==> src/ansisgr_pkg.sv <==
`default_nettype none
// ----------------------------------------------------------------------------
// ansisgr_pkg
// Shared types, character codes, SGR codes and helper functions for the
// ANSI SGR attribute parser.
// ----------------------------------------------------------------------------
package ansisgr_pkg;

    // Character codes
    localparam logic [7:0] C_NEWLINE   = 8'h0A;
    localparam logic [7:0] C_ESC       = 8'h1B;
    localparam logic [7:0] C_LBRACKET  = 8'h5B;
    localparam logic [7:0] C_SEMI      = 8'h3B;
    localparam logic [7:0] C_SGR_FINAL = 8'h6D;
    localparam logic [7:0] C_DIGIT_0   = 8'h30;
    localparam logic [7:0] C_DIGIT_9   = 8'h39;
    localparam logic [7:0] C_UPPER_A   = 8'h41;
    localparam logic [7:0] C_UPPER_Z   = 8'h5A;
    localparam logic [7:0] C_LOWER_A   = 8'h61;
    localparam logic [7:0] C_LOWER_Z   = 8'h7A;
    localparam logic [7:0] C_NONE      = 8'h00;

    // Attribute defaults and limits
    localparam logic [4:0] FG_DEFAULT = 5'd16;
    localparam logic [4:0] FG_WHITE   = 5'd7;
    localparam logic [4:0] FG_BRIGHT_BASE = 5'd8;
    localparam logic [3:0] BG_DEFAULT = 4'd8;
    localparam logic [9:0] PARAM_MAX  = 10'd999;

    // SGR codes
    localparam logic [9:0] SGR_RESET            = 10'd0;
    localparam logic [9:0] SGR_BOLD             = 10'd1;
    localparam logic [9:0] SGR_DIM              = 10'd2;
    localparam logic [9:0] SGR_UNDERLINE        = 10'd4;
    localparam logic [9:0] SGR_INVERSE          = 10'd7;
    localparam logic [9:0] SGR_NORMAL_INTENSITY = 10'd22;
    localparam logic [9:0] SGR_NO_UNDERLINE     = 10'd24;
    localparam logic [9:0] SGR_NO_INVERSE       = 10'd27;
    localparam logic [9:0] SGR_FG_FIRST         = 10'd30;
    localparam logic [9:0] SGR_FG_LAST          = 10'd37;
    localparam logic [9:0] SGR_BG_FIRST         = 10'd40;
    localparam logic [9:0] SGR_BG_LAST          = 10'd47;
    localparam logic [9:0] SGR_FG_BRIGHT_FIRST  = 10'd90;
    localparam logic [9:0] SGR_FG_BRIGHT_LAST   = 10'd96;
    localparam logic [9:0] SGR_FG_BRIGHT_WHITE  = 10'd97;

    // Flag bit positions
    localparam int FLAG_BOLD      = 0;
    localparam int FLAG_DIM       = 1;
    localparam int FLAG_UNDERLINE = 2;
    localparam int FLAG_INVERSE   = 3;

    // Result kinds
    localparam logic KIND_CHAR = 1'b0;
    localparam logic KIND_EOL  = 1'b1;

    // Result queue geometry (depth must be a power of two, at least 2)
    localparam int QUEUE_DEPTH = 4;
    localparam int QUEUE_AW    = $clog2(QUEUE_DEPTH);
    localparam int QUEUE_CW    = QUEUE_AW + 1;

    typedef struct packed {
        logic [4:0] fg;
        logic [3:0] bg;
        logic [3:0] flags;
    } t_attr;

    localparam t_attr ATTR_DEFAULT = '{fg: FG_DEFAULT, bg: BG_DEFAULT, flags: 4'b0000};

    typedef struct packed {
        logic       kind;
        logic [7:0] char_out;
        t_attr      attr;
        logic       last;
    } t_result;

    // Up to two result words produced by one parsed byte
    typedef struct packed {
        logic [1:0] num;
        t_result    res0;
        t_result    res1;
    } t_push;

    function automatic t_result make_result(input logic kind, input logic [7:0] ch,
                                            input t_attr a);
        t_result r;
        r.kind     = kind;
        r.char_out = ch;
        r.attr     = a;
        r.last     = 1'b0;
        return r;
    endfunction

    // Apply one SGR code to an attribute set
    function automatic t_attr apply_code(input t_attr a, input logic [9:0] c);
        t_attr r;
        r = a;
        priority if (c == SGR_RESET) begin
            r = ATTR_DEFAULT;
        end else if (c == SGR_BOLD) begin
            r.flags[FLAG_BOLD] = 1'b1;
        end else if (c == SGR_DIM) begin
            r.flags[FLAG_DIM] = 1'b1;
        end else if (c == SGR_UNDERLINE) begin
            r.flags[FLAG_UNDERLINE] = 1'b1;
        end else if (c == SGR_INVERSE) begin
            r.flags[FLAG_INVERSE] = 1'b1;
        end else if (c == SGR_NORMAL_INTENSITY) begin
            r.flags[FLAG_BOLD] = 1'b0;
            r.flags[FLAG_DIM]  = 1'b0;
        end else if (c == SGR_NO_UNDERLINE) begin
            r.flags[FLAG_UNDERLINE] = 1'b0;
        end else if (c == SGR_NO_INVERSE) begin
            r.flags[FLAG_INVERSE] = 1'b0;
        end else if (c >= SGR_FG_FIRST && c <= SGR_FG_LAST) begin
            r.fg = 5'(c - SGR_FG_FIRST);
        end else if (c >= SGR_FG_BRIGHT_FIRST && c <= SGR_FG_BRIGHT_LAST) begin
            r.fg = 5'(c - SGR_FG_BRIGHT_FIRST) + FG_BRIGHT_BASE;
        end else if (c == SGR_FG_BRIGHT_WHITE) begin
            r.fg = FG_WHITE;
        end else if (c >= SGR_BG_FIRST && c <= SGR_BG_LAST) begin
            r.bg = 4'(c - SGR_BG_FIRST);
        end else begin
            r = a;
        end
        return r;
    endfunction

endpackage
`default_nettype wire

==> src/ansisgr_if.sv <==
`default_nettype none
// ----------------------------------------------------------------------------
// ansisgr_if
// Valid/ready channels of the SGR parser: text bytes in, attributed
// characters and line ends out.
// ----------------------------------------------------------------------------
interface ansisgr_in_if;
    logic       valid;
    logic       ready;
    logic [7:0] byte_in;

    modport source (output valid, output byte_in, input ready);
    modport sink   (input valid, input byte_in, output ready);
endinterface

interface ansisgr_out_if;
    logic       valid;
    logic       ready;
    logic       kind;
    logic [7:0] char_out;
    logic [4:0] fg_color;
    logic [3:0] bg_color;
    logic       is_bold;
    logic       is_dim;
    logic       is_underline;
    logic       is_inverse;
    logic       last;

    modport source (output valid, output kind, output char_out, output fg_color,
                    output bg_color, output is_bold, output is_dim,
                    output is_underline, output is_inverse, output last,
                    input ready);
    modport sink   (input valid, input kind, input char_out, input fg_color,
                    input bg_color, input is_bold, input is_dim,
                    input is_underline, input is_inverse, input last,
                    output ready);
endinterface
`default_nettype wire

==> src/ansi_sgr_attribute_parser.sv <==
`default_nettype none
// Path: an accepted byte waits in the input register until the queue has room
//   for two words; its words then go into the 4-word queue that drives o_out.
// Throughput: one byte per cycle while the queue has room; words leave one per
//   cycle while o_out is ready; a lone ESC and a next byte not ESC give two words.
// Reset: synchronous, active low; attributes go to default, queue empties.
// ----------------------------------------------------------------------------
// ansi_sgr_attribute_parser
// Parses ANSI CSI/SGR escape sequences in a byte stream and emits each
// text byte with its current display attributes, and each line end.
// ----------------------------------------------------------------------------
module ansi_sgr_attribute_parser (
    input  logic          i_clk,
    input  logic          i_rst_n,
    ansisgr_in_if.sink    i_in,
    ansisgr_out_if.source o_out
);
    import ansisgr_pkg::*;

    t_push w_push;
    logic  w_space_ok;

    ansisgr_parser u_parser (
        .i_clk      (i_clk),
        .i_rst_n    (i_rst_n),
        .i_in       (i_in),
        .i_space_ok (w_space_ok),
        .o_push     (w_push)
    );

    ansisgr_out_queue u_queue (
        .i_clk      (i_clk),
        .i_rst_n    (i_rst_n),
        .i_push     (w_push),
        .o_space_ok (w_space_ok),
        .o_out      (o_out)
    );

    // Words are only written when the queue has room for both
    a_no_overflow: assert property (@(posedge i_clk) disable iff (!i_rst_n)
        (w_push.num != 2'd0) |-> w_space_ok)
        else $error("result written without queue space");

    // Single word carries the last marker
    a_last_single: assert property (@(posedge i_clk) disable iff (!i_rst_n)
        (w_push.num == 2'd1) |-> w_push.res0.last)
        else $error("single word missing last");

    // Pair: only the second word is last, and the first is the passed ESC
    a_last_pair: assert property (@(posedge i_clk) disable iff (!i_rst_n)
        (w_push.num == 2'd2) |->
            (w_push.res1.last && !w_push.res0.last && w_push.res0.char_out == C_ESC))
        else $error("bad word pair");

    // A written line end is waiting in the queue on the next cycle
    a_eol_default: assert property (@(posedge i_clk) disable iff (!i_rst_n)
        (w_push.num == 2'd1 && w_push.res0.kind == KIND_EOL) |=>
            (u_queue.r_count != '0))
        else $error("line end lost");

endmodule
`default_nettype wire

==> src/ansisgr_parser.sv <==
`default_nettype none
// ----------------------------------------------------------------------------
// ansisgr_parser
// Input byte register plus the escape/CSI state machine. One registered byte
// is parsed per cycle while the queue has room, into zero to two result words.
// ----------------------------------------------------------------------------
module ansisgr_parser (
    input  logic                i_clk,
    input  logic                i_rst_n,
    ansisgr_in_if.sink          i_in,
    input  logic                i_space_ok,
    output ansisgr_pkg::t_push  o_push
);
    import ansisgr_pkg::*;

    typedef enum logic [2:0] {
        PH_TEXT = 3'b001,
        PH_ESC  = 3'b010,
        PH_CSI  = 3'b100
    } t_phase;

    // Input stage
    logic       r_in_vld;
    logic [7:0] r_in_byte;

    // Parser state
    t_phase     r_phase,           n_phase;
    logic [9:0] r_param_value,     n_param_value;
    logic       r_param_has_digit, n_param_has_digit;
    logic       r_param_stopped,   n_param_stopped;
    logic       r_list_nonempty,   n_list_nonempty;
    t_attr      r_live,            n_live;
    t_attr      r_shadow,          n_shadow;

    logic       w_advance;
    logic       w_is_newline;
    logic       w_is_esc;
    logic       w_is_letter;
    logic       w_is_digit;
    logic [3:0] w_digit;
    logic [13:0] w_prod;
    t_result    w_text_res;

    // Byte leaves the input stage when the queue can take two words
    assign w_advance  = r_in_vld && i_space_ok;
    assign i_in.ready = !r_in_vld || w_advance;

    always_ff @(posedge i_clk) begin
        if (!i_rst_n) begin
            r_in_vld <= 1'b0;
        end else if (i_in.ready) begin
            r_in_vld <= i_in.valid;
        end
    end

    always_ff @(posedge i_clk) begin
        if (i_in.ready) begin
            r_in_byte <= i_in.byte_in;
        end
    end

    // Byte classification
    assign w_is_newline = (r_in_byte == C_NEWLINE);
    assign w_is_esc     = (r_in_byte == C_ESC);
    assign w_is_letter  = (r_in_byte >= C_UPPER_A && r_in_byte <= C_UPPER_Z) ||
                          (r_in_byte >= C_LOWER_A && r_in_byte <= C_LOWER_Z);
    assign w_is_digit   = (r_in_byte >= C_DIGIT_0 && r_in_byte <= C_DIGIT_9);
    assign w_digit      = 4'(r_in_byte - C_DIGIT_0);

    // value * 10 + digit
    assign w_prod = {1'b0, r_param_value, 3'b000} + {3'b000, r_param_value, 1'b0} +
                    {10'd0, w_digit};

    // Result of a byte handled as plain text
    assign w_text_res = w_is_newline ? make_result(KIND_EOL, C_NONE, ATTR_DEFAULT)
                                     : make_result(KIND_CHAR, r_in_byte, r_live);

    // Next state and result words
    always_comb begin
        logic  v_text;
        logic  v_slot1;
        t_attr v_sh;

        v_text            = 1'b0;
        v_slot1           = 1'b0;
        v_sh              = r_shadow;
        n_phase           = r_phase;
        n_param_value     = r_param_value;
        n_param_has_digit = r_param_has_digit;
        n_param_stopped   = r_param_stopped;
        n_list_nonempty   = r_list_nonempty;
        n_live            = r_live;
        n_shadow          = r_shadow;
        o_push.num        = 2'd0;
        o_push.res0       = make_result(KIND_CHAR, C_ESC, r_live);
        o_push.res1       = w_text_res;

        if (w_advance) begin
            unique case (r_phase)
                PH_ESC: begin
                    if (r_in_byte == C_LBRACKET) begin
                        n_phase           = PH_CSI;
                        n_shadow          = r_live;
                        n_param_value     = '0;
                        n_param_has_digit = 1'b0;
                        n_param_stopped   = 1'b0;
                        n_list_nonempty   = 1'b0;
                    end else begin
                        // lone ESC goes out as text, then the byte is handled as text
                        v_text  = 1'b1;
                        v_slot1 = 1'b1;
                    end
                end
                PH_CSI: begin
                    if (w_is_newline) begin
                        v_text = 1'b1;
                    end else if (w_is_letter) begin
                        if (r_in_byte == C_SGR_FINAL) begin
                            if (!r_list_nonempty) begin
                                v_sh = apply_code(r_shadow, SGR_RESET);
                            end else if (r_param_has_digit) begin
                                v_sh = apply_code(r_shadow, r_param_value);
                            end
                            n_live   = v_sh;
                            n_shadow = v_sh;
                        end
                        n_param_value     = '0;
                        n_param_has_digit = 1'b0;
                        n_param_stopped   = 1'b0;
                        n_list_nonempty   = 1'b0;
                        n_phase           = PH_TEXT;
                    end else begin
                        n_list_nonempty = 1'b1;
                        if (r_in_byte == C_SEMI) begin
                            if (r_param_has_digit) begin
                                n_shadow = apply_code(r_shadow, r_param_value);
                            end
                            n_param_value     = '0;
                            n_param_has_digit = 1'b0;
                            n_param_stopped   = 1'b0;
                        end else if (w_is_digit) begin
                            if (!r_param_stopped) begin
                                n_param_value     = (w_prod > {4'd0, PARAM_MAX}) ?
                                                    PARAM_MAX : w_prod[9:0];
                                n_param_has_digit = 1'b1;
                            end
                        end else begin
                            n_param_stopped = 1'b1;
                        end
                    end
                end
                PH_TEXT: begin
                    v_text = 1'b1;
                end
                default: begin
                    v_text = 1'b1;
                end
            endcase

            // Plain-text handling, in slot 0 or after a passed-through ESC
            if (v_text) begin
                if (w_is_newline) begin
                    n_phase           = PH_TEXT;
                    n_param_value     = '0;
                    n_param_has_digit = 1'b0;
                    n_param_stopped   = 1'b0;
                    n_list_nonempty   = 1'b0;
                    n_live            = ATTR_DEFAULT;
                    n_shadow          = ATTR_DEFAULT;
                end else if (w_is_esc) begin
                    n_phase = PH_ESC;
                end else begin
                    n_phase = PH_TEXT;
                end

                if (w_is_esc) begin
                    o_push.num = v_slot1 ? 2'd1 : 2'd0;
                end else if (v_slot1) begin
                    o_push.res1 = w_text_res;
                    o_push.num  = 2'd2;
                end else begin
                    o_push.res0 = w_text_res;
                    o_push.num  = 2'd1;
                end
            end

            // Mark the final word of this byte
            if (o_push.num == 2'd1) begin
                o_push.res0.last = 1'b1;
            end
            if (o_push.num == 2'd2) begin
                o_push.res1.last = 1'b1;
            end
        end
    end

    always_ff @(posedge i_clk) begin
        if (!i_rst_n) begin
            r_phase           <= PH_TEXT;
            r_param_value     <= '0;
            r_param_has_digit <= 1'b0;
            r_param_stopped   <= 1'b0;
            r_list_nonempty   <= 1'b0;
            r_live            <= ATTR_DEFAULT;
            r_shadow          <= ATTR_DEFAULT;
        end else if (w_advance) begin
            r_phase           <= n_phase;
            r_param_value     <= n_param_value;
            r_param_has_digit <= n_param_has_digit;
            r_param_stopped   <= n_param_stopped;
            r_list_nonempty   <= n_list_nonempty;
            r_live            <= n_live;
            r_shadow          <= n_shadow;
        end
    end

endmodule
`default_nettype wire

==> src/ansisgr_out_queue.sv <==
`default_nettype none
// ----------------------------------------------------------------------------
// ansisgr_out_queue
// Small result queue: takes up to two words per cycle from the parser and
// hands out one word per cycle on the output channel while it is ready.
// ----------------------------------------------------------------------------
module ansisgr_out_queue (
    input  logic               i_clk,
    input  logic               i_rst_n,
    input  ansisgr_pkg::t_push i_push,
    output logic               o_space_ok,
    ansisgr_out_if.source      o_out
);
    import ansisgr_pkg::*;

    t_result               r_q [QUEUE_DEPTH];
    logic [QUEUE_AW-1:0]   r_wr_ptr;
    logic [QUEUE_AW-1:0]   r_rd_ptr;
    logic [QUEUE_CW-1:0]   r_count;
    logic                  w_pop;
    t_result               w_head;

    assign w_pop      = o_out.valid && o_out.ready;
    // room for the worst case of two words
    assign o_space_ok = (r_count <= QUEUE_CW'(QUEUE_DEPTH - 2));

    // Storage
    always_ff @(posedge i_clk) begin
        if (i_push.num != 2'd0) begin
            r_q[r_wr_ptr] <= i_push.res0;
        end
        if (i_push.num == 2'd2) begin
            r_q[QUEUE_AW'(r_wr_ptr + 1'b1)] <= i_push.res1;
        end
    end

    // Pointers and fill count
    always_ff @(posedge i_clk) begin
        if (!i_rst_n) begin
            r_wr_ptr <= '0;
            r_rd_ptr <= '0;
            r_count  <= '0;
        end else begin
            r_wr_ptr <= r_wr_ptr + QUEUE_AW'(i_push.num);
            r_rd_ptr <= r_rd_ptr + QUEUE_AW'(w_pop);
            r_count  <= r_count + QUEUE_CW'(i_push.num) - QUEUE_CW'(w_pop);
        end
    end

    // Head word onto the channel
    assign w_head             = r_q[r_rd_ptr];
    assign o_out.valid        = (r_count != '0);
    assign o_out.kind         = w_head.kind;
    assign o_out.char_out     = w_head.char_out;
    assign o_out.fg_color     = w_head.attr.fg;
    assign o_out.bg_color     = w_head.attr.bg;
    assign o_out.is_bold      = w_head.attr.flags[FLAG_BOLD];
    assign o_out.is_dim       = w_head.attr.flags[FLAG_DIM];
    assign o_out.is_underline = w_head.attr.flags[FLAG_UNDERLINE];
    assign o_out.is_inverse   = w_head.attr.flags[FLAG_INVERSE];
    assign o_out.last         = w_head.last;

endmodule
`default_nettype wire

==> src/flat_wrapper.sv <==
// flat-port wrapper written by rule: the top's interface ports become plain ports
module ansi_sgr_attribute_parser_flat import ansisgr_pkg::*;
  (i_clk, i_rst_n, i_in_valid, i_in_byte_in, i_in_ready, o_out_valid, o_out_kind, o_out_char_out, o_out_fg_color, o_out_bg_color, o_out_is_bold, o_out_is_dim, o_out_is_underline, o_out_is_inverse, o_out_last, o_out_ready);
  ansisgr_in_if i_in_i ();
  ansisgr_out_if o_out_i ();
  input  logic i_clk;
  input  logic i_rst_n;
  input wire logic [$bits(i_in_i.valid)-1:0] i_in_valid;
  input wire logic [$bits(i_in_i.byte_in)-1:0] i_in_byte_in;
  output wire logic [$bits(i_in_i.ready)-1:0] i_in_ready;
  output wire logic [$bits(o_out_i.valid)-1:0] o_out_valid;
  output wire logic [$bits(o_out_i.kind)-1:0] o_out_kind;
  output wire logic [$bits(o_out_i.char_out)-1:0] o_out_char_out;
  output wire logic [$bits(o_out_i.fg_color)-1:0] o_out_fg_color;
  output wire logic [$bits(o_out_i.bg_color)-1:0] o_out_bg_color;
  output wire logic [$bits(o_out_i.is_bold)-1:0] o_out_is_bold;
  output wire logic [$bits(o_out_i.is_dim)-1:0] o_out_is_dim;
  output wire logic [$bits(o_out_i.is_underline)-1:0] o_out_is_underline;
  output wire logic [$bits(o_out_i.is_inverse)-1:0] o_out_is_inverse;
  output wire logic [$bits(o_out_i.last)-1:0] o_out_last;
  input wire logic [$bits(o_out_i.ready)-1:0] o_out_ready;
  assign i_in_i.valid = i_in_valid;
  assign i_in_i.byte_in = i_in_byte_in;
  assign i_in_ready = i_in_i.ready;
  assign o_out_valid = o_out_i.valid;
  assign o_out_kind = o_out_i.kind;
  assign o_out_char_out = o_out_i.char_out;
  assign o_out_fg_color = o_out_i.fg_color;
  assign o_out_bg_color = o_out_i.bg_color;
  assign o_out_is_bold = o_out_i.is_bold;
  assign o_out_is_dim = o_out_i.is_dim;
  assign o_out_is_underline = o_out_i.is_underline;
  assign o_out_is_inverse = o_out_i.is_inverse;
  assign o_out_last = o_out_i.last;
  assign o_out_i.ready = o_out_ready;
  ansi_sgr_attribute_parser u_core (.i_clk(i_clk), .i_rst_n(i_rst_n), .i_in(i_in_i), .o_out(o_out_i));
endmodule
==> config.mk <==
export PLATFORM = sky130hd
export DESIGN_NAME = ansi_sgr_attribute_parser_flat
export DESIGN_NICKNAME = d
export VERILOG_FILES = /design/src/ansisgr_pkg.sv /design/src/ansisgr_if.sv /design/src/ansi_sgr_attribute_parser.sv /design/src/ansisgr_parser.sv /design/src/ansisgr_out_queue.sv /design/src/flat_wrapper.sv
export SDC_FILE = /design/constraint.sdc
export NUM_CORES = 1
export LEC_CHECK = 0
export ABC_AREA = 1
export ABC_CLOCK_PERIOD_IN_PS = 9590
export BUFFER_PORTS_ARGS = -buffer_cell sky130_fd_sc_hd__clkbuf_2
export CORE_ASPECT_RATIO = 1.75
export CORE_MARGIN = 2
export CORE_UTILIZATION = 40
export CTS_CLUSTER_SIZE = 24
export DETAILED_ROUTE_END_ITERATION = 6
export PLACE_DENSITY_LB_ADDON = 0.15
export SLEW_MARGIN = 10
export SYNTH_ARGS = -nofsm -noshare
export SYNTH_HDL_FRONTEND = slang
export SYNTH_HIERARCHICAL = 1
export SYNTH_SLANG_ARGS = --single-unit
==> constraint.sdc <==
create_clock -name i_clk -period 9.59 [get_ports i_clk]
set_input_delay 0 -clock i_clk [delete_from_list [all_inputs] [get_ports i_clk]]
set_output_delay 0 -clock i_clk [all_outputs]
set_load 0.05 [all_outputs]
==> results.md <==
- Status: finished clean
- CTS tree: yes
- Leakage: 4.201 nW
- Slew headroom: 24.74%
- Worst Path Max Fanout: 47
- Setup TNS: 0 ns
- Ys Warns: 6
- Critical path arrival: between 4 and 5 ns
- Number of hold buffers added after CTS: 12
- Crit path kind: flip-flop to flip-flop
- Synth Register Bits: 150
- Uppermost routed layer: met4
- DRC Markers: 0
- Post-synthesis sequential area ratio: 40.93%
- WL met3: about 940 µm
- DR WL met2: 15,180 µm
- Worst Reg2Reg Path Length in Cells: 12
- Count of final hold-check violations: 0
- GRT Residual Overflow: 0
- Io pins: 37
- Layout cell share with drive strength beyond 1: 12.32%
- Max Clock Skew: 0.009877 ns
- Clk_lat worst skew: roughly 0.45 ns
- WL per Instance: 16.90 µm
- Die width: ~120 µm
- DP Worst Slack: 5.470 ns
- DRT Pass-1 Iters: 7
- Most common flop cell mapped by yosys: edfxtp_1
- Vias in the first global route: 8,652
- Power density cells: 184.5 nW/µm²
- Worst flop-to-flop path endpoint: u_core/u_queue/r_q[1][7]$_DFFE_PP_
- Total number of vias: 8,694
- Worst path required time: 9.76 ns
- Final Cycle Share: 42.69%
- Clock Sinks: 150
- # rows: 75
- CTS max path bufs: 2
- Critical Path Source: u_core/u_parser/r_in_byte[2]$_DFFE_PP_
- Post-CTS Setup Bufs: 0
- Post-synth top area cell: edfxtp_1
- Yosys top cell area share: 30.69%
- Initial antenna violation count: 0
- Starting Density: about two fifths
- Die ar.: 25,770 µm²
- M1 WL: 9931 µm
- Post-synth EDFFs: 100
- Crit end category: flip-flop
- Drt total wl: ~27,000 µm
- Gpl congestion: ~0.9
- Vias per std cell: 5.383
- RR Startpoint: u_core/u_parser/r_in_byte[2]$_DFFE_PP_
- Startpoint types: flip-flop
- Max VDD drop: approximately 0.12 mV
- Least-Margin Pin Slew: 1.128 ns
- Layout overhead on the synthesized area: 10.04%
- Placed Area: around 10,000 µm²
- Final Power: 0.001987 W
- Htree depth: 4
- Min Tclk post-route: slightly above 4 ns
- HP Class: input pin to flip-flop
- Post-Syn Area: 9783 µm²
- Max-slew violation count: 0
- Clock Tree Root: clkbuf_16
- Design Area, Final: 10,770 µm²
- Final setup viols: 0
- Fmax: 244.2 MHz
- Synth top area cells: edfxtp_1, nand2_1, dfxtp_1, inv_1, nor2_1
- Final antenna-violating net count: 0
- RSZ-0062 raised after global routing: false
- ANT cells: 0
- Register area: 4004 µm²
- CP endpoint: u_core/u_queue/r_q[1][7]$_DFFE_PP_
- Port bufs: 36
- Worst Slack Setup Final: 5.496 ns
- Clock transition at path regs: 0.06 ns
- Unique masters post-synth: 42
- Largest net degree at the start of global routing: 49
- First-pass GRT wire length: about 44,000 µm
- Mapped Cells: 1,286
- Multi-input combinational cell area: 4910 µm²
- Die Span Y: 210.9 µm
- # Max-Cap Violations: 0
- Total Nets Final: 1,337
- Avg Inst Size Synth: 7.607 µm²
- R2R Setup Slk: between 5 and 6 ns
- Post-synth ARST share: 0%
- Core Box Area: between 20,000 and 25,000 µm²
- Post-CTS Resized: 0
- Total CTS buffers: 17
- All-Layer GR Usage: 22.30%
- Iter 0 DRT Violations: 632
- HPWL Detailed: 19,560 µm
- Fill count: 2,491
- Post-synth net total: 1,329
==> placed cells by master (no fill, tap or decap), types with 4 or more instances in the layout <==
| master | instances |
|---|---|
| clkbuf_16 | 17 |
| ha_1 | 28 |
| clkbuf_2 | 36 |
| o211ai_1 | 18 |
| o31ai_4 | 4 |
| nand3_1 | 43 |
| nand3_2 | 5 |
| nand3b_1 | 7 |
| nand4_1 | 16 |
| inv_2 | 13 |
| o22ai_1 | 24 |
| nand2_1 | 359 |
| o21ai_2 | 39 |
| inv_1 | 114 |
| nor3_1 | 8 |
| a21oi_1 | 80 |
| clkinvlp_4 | 5 |
| o21ai_1 | 76 |
| buf_4 | 14 |
| dfxtp_1 | 50 |
| dlygate4sd3_1 | 12 |
| xnor2_1 | 4 |
| xor2_1 | 5 |
| edfxtp_1 | 100 |
| nor2_1 | 114 |
| a221oi_1 | 12 |
| o21ai_0 | 63 |
==> state kept, by name, indices dropped and copies added (netlist names), 3 cells and up <==
name and count:
u_core/u_parser/r_param_value 10, u_core/u_parser/r_live 13, u_core/u_queue/r_count 3, u_core/u_parser/r_in_byte 8, u_core/u_queue/r_q 92, u_core/u_parser/r_phase 3, u_core/u_parser/r_shadow 13
==> critical path, cell delays in order, from the launching register on <==
cell,delay (ns)
edfxtp_1,0.45
inv_1,0.15
nand3_2,0.11
nor4_4,0.22
buf_4,0.34
nand2_1,0.13
nand2_2,0.18
inv_2,0.11
nor3_1,0.65
nor2_8,0.09
nand3_2,0.75
o31ai_4,0.29
buf_4,0.32
==> cell usage after synthesis (all sizes together) (18+ instances only) <==
| cell | count |
|---|---|
| edfxtp | 100 |
| a21oi | 83 |
| dfxtp | 50 |
| nand3 | 48 |
| o22ai | 24 |
| nand2 | 361 |
| clkbuf | 31 |
| buf | 42 |
| inv | 127 |
| o211ai | 18 |
| nor2 | 121 |
| ha | 28 |
| o21ai | 178 |
==> stage by stage <==
step           hold slack, ns  utilization [%]  std cells
4_1_cts                0.2535            44.81       1615
3_3_place_gp           0.1847            41.88       1571
5_1_grt                0.2753            44.81       1615
3_5_place_dp           0.1791            41.88       1571
6_report               0.2680            44.81       1615
2_1_floorplan         0.09345                -       1286
==> area by class of cell <==
class / count / area share, %
Multi-Input combinational cell: 936 / 45.61
Tap cell: 308 / 3.580
Sequential cell: 150 / 37.19
Clock inverter: 11 / 1.151
Clock buffer: 21 / 4.277
Inverter: 127 / 4.428
Timing Repair Buffer: 62 / 3.766
==> worst min-delay path by stage <==
stage	end	cells past startpoint	start	slack, ns
finish	u_core/u_parser/r_in_byte[5]$_DFFE_PP_	2	i_in_byte_in[5]	0.27
global route	u_core/u_parser/r_in_byte[3]$_DFFE_PP_	2	i_in_byte_in[3]	0.28
CTS	u_core/u_parser/r_in_byte[5]$_DFFE_PP_	2	i_in_byte_in[5]	0.25
detailed placement	u_core/u_parser/r_in_byte[3]$_DFFE_PP_	1	i_in_byte_in[3]	0.18
global placement	u_core/u_parser/r_in_byte[3]$_DFFE_PP_	1	i_in_byte_in[3]	0.18
floorplan	u_core/u_queue/r_count[0]$_SDFF_PN0_	2	i_rst_n	0.09
==> logic make-up after synthesis <==
kind of cell | share of synthesized area (%)
and+or+nand+nor | 25.07
DFF | 40.93
xor gates and xnor gates | 0.8057
AOI/OAI and AO/OA | 19.55
adders and majority gates | 4.195
buffers and inverters | 9.451
==> routing by layer <==
metal	vias to the layer above	GRT usage [%]
li1	4355	-
met3	66	3.726
met4	0	12.13
met2	197	42.84
met1	4076	22.00
met5	-	0
==> power breakdown <==
part / internal [W] / leakage (nW) / switching (W)
clock network: 0.000396 / 0.270 / 0.000269
logic: 0.000134 / 2.61 / 0.000422
registers: 0.000736 / 1.32 / 0.0000303
(Power assumes the default switching activity.)
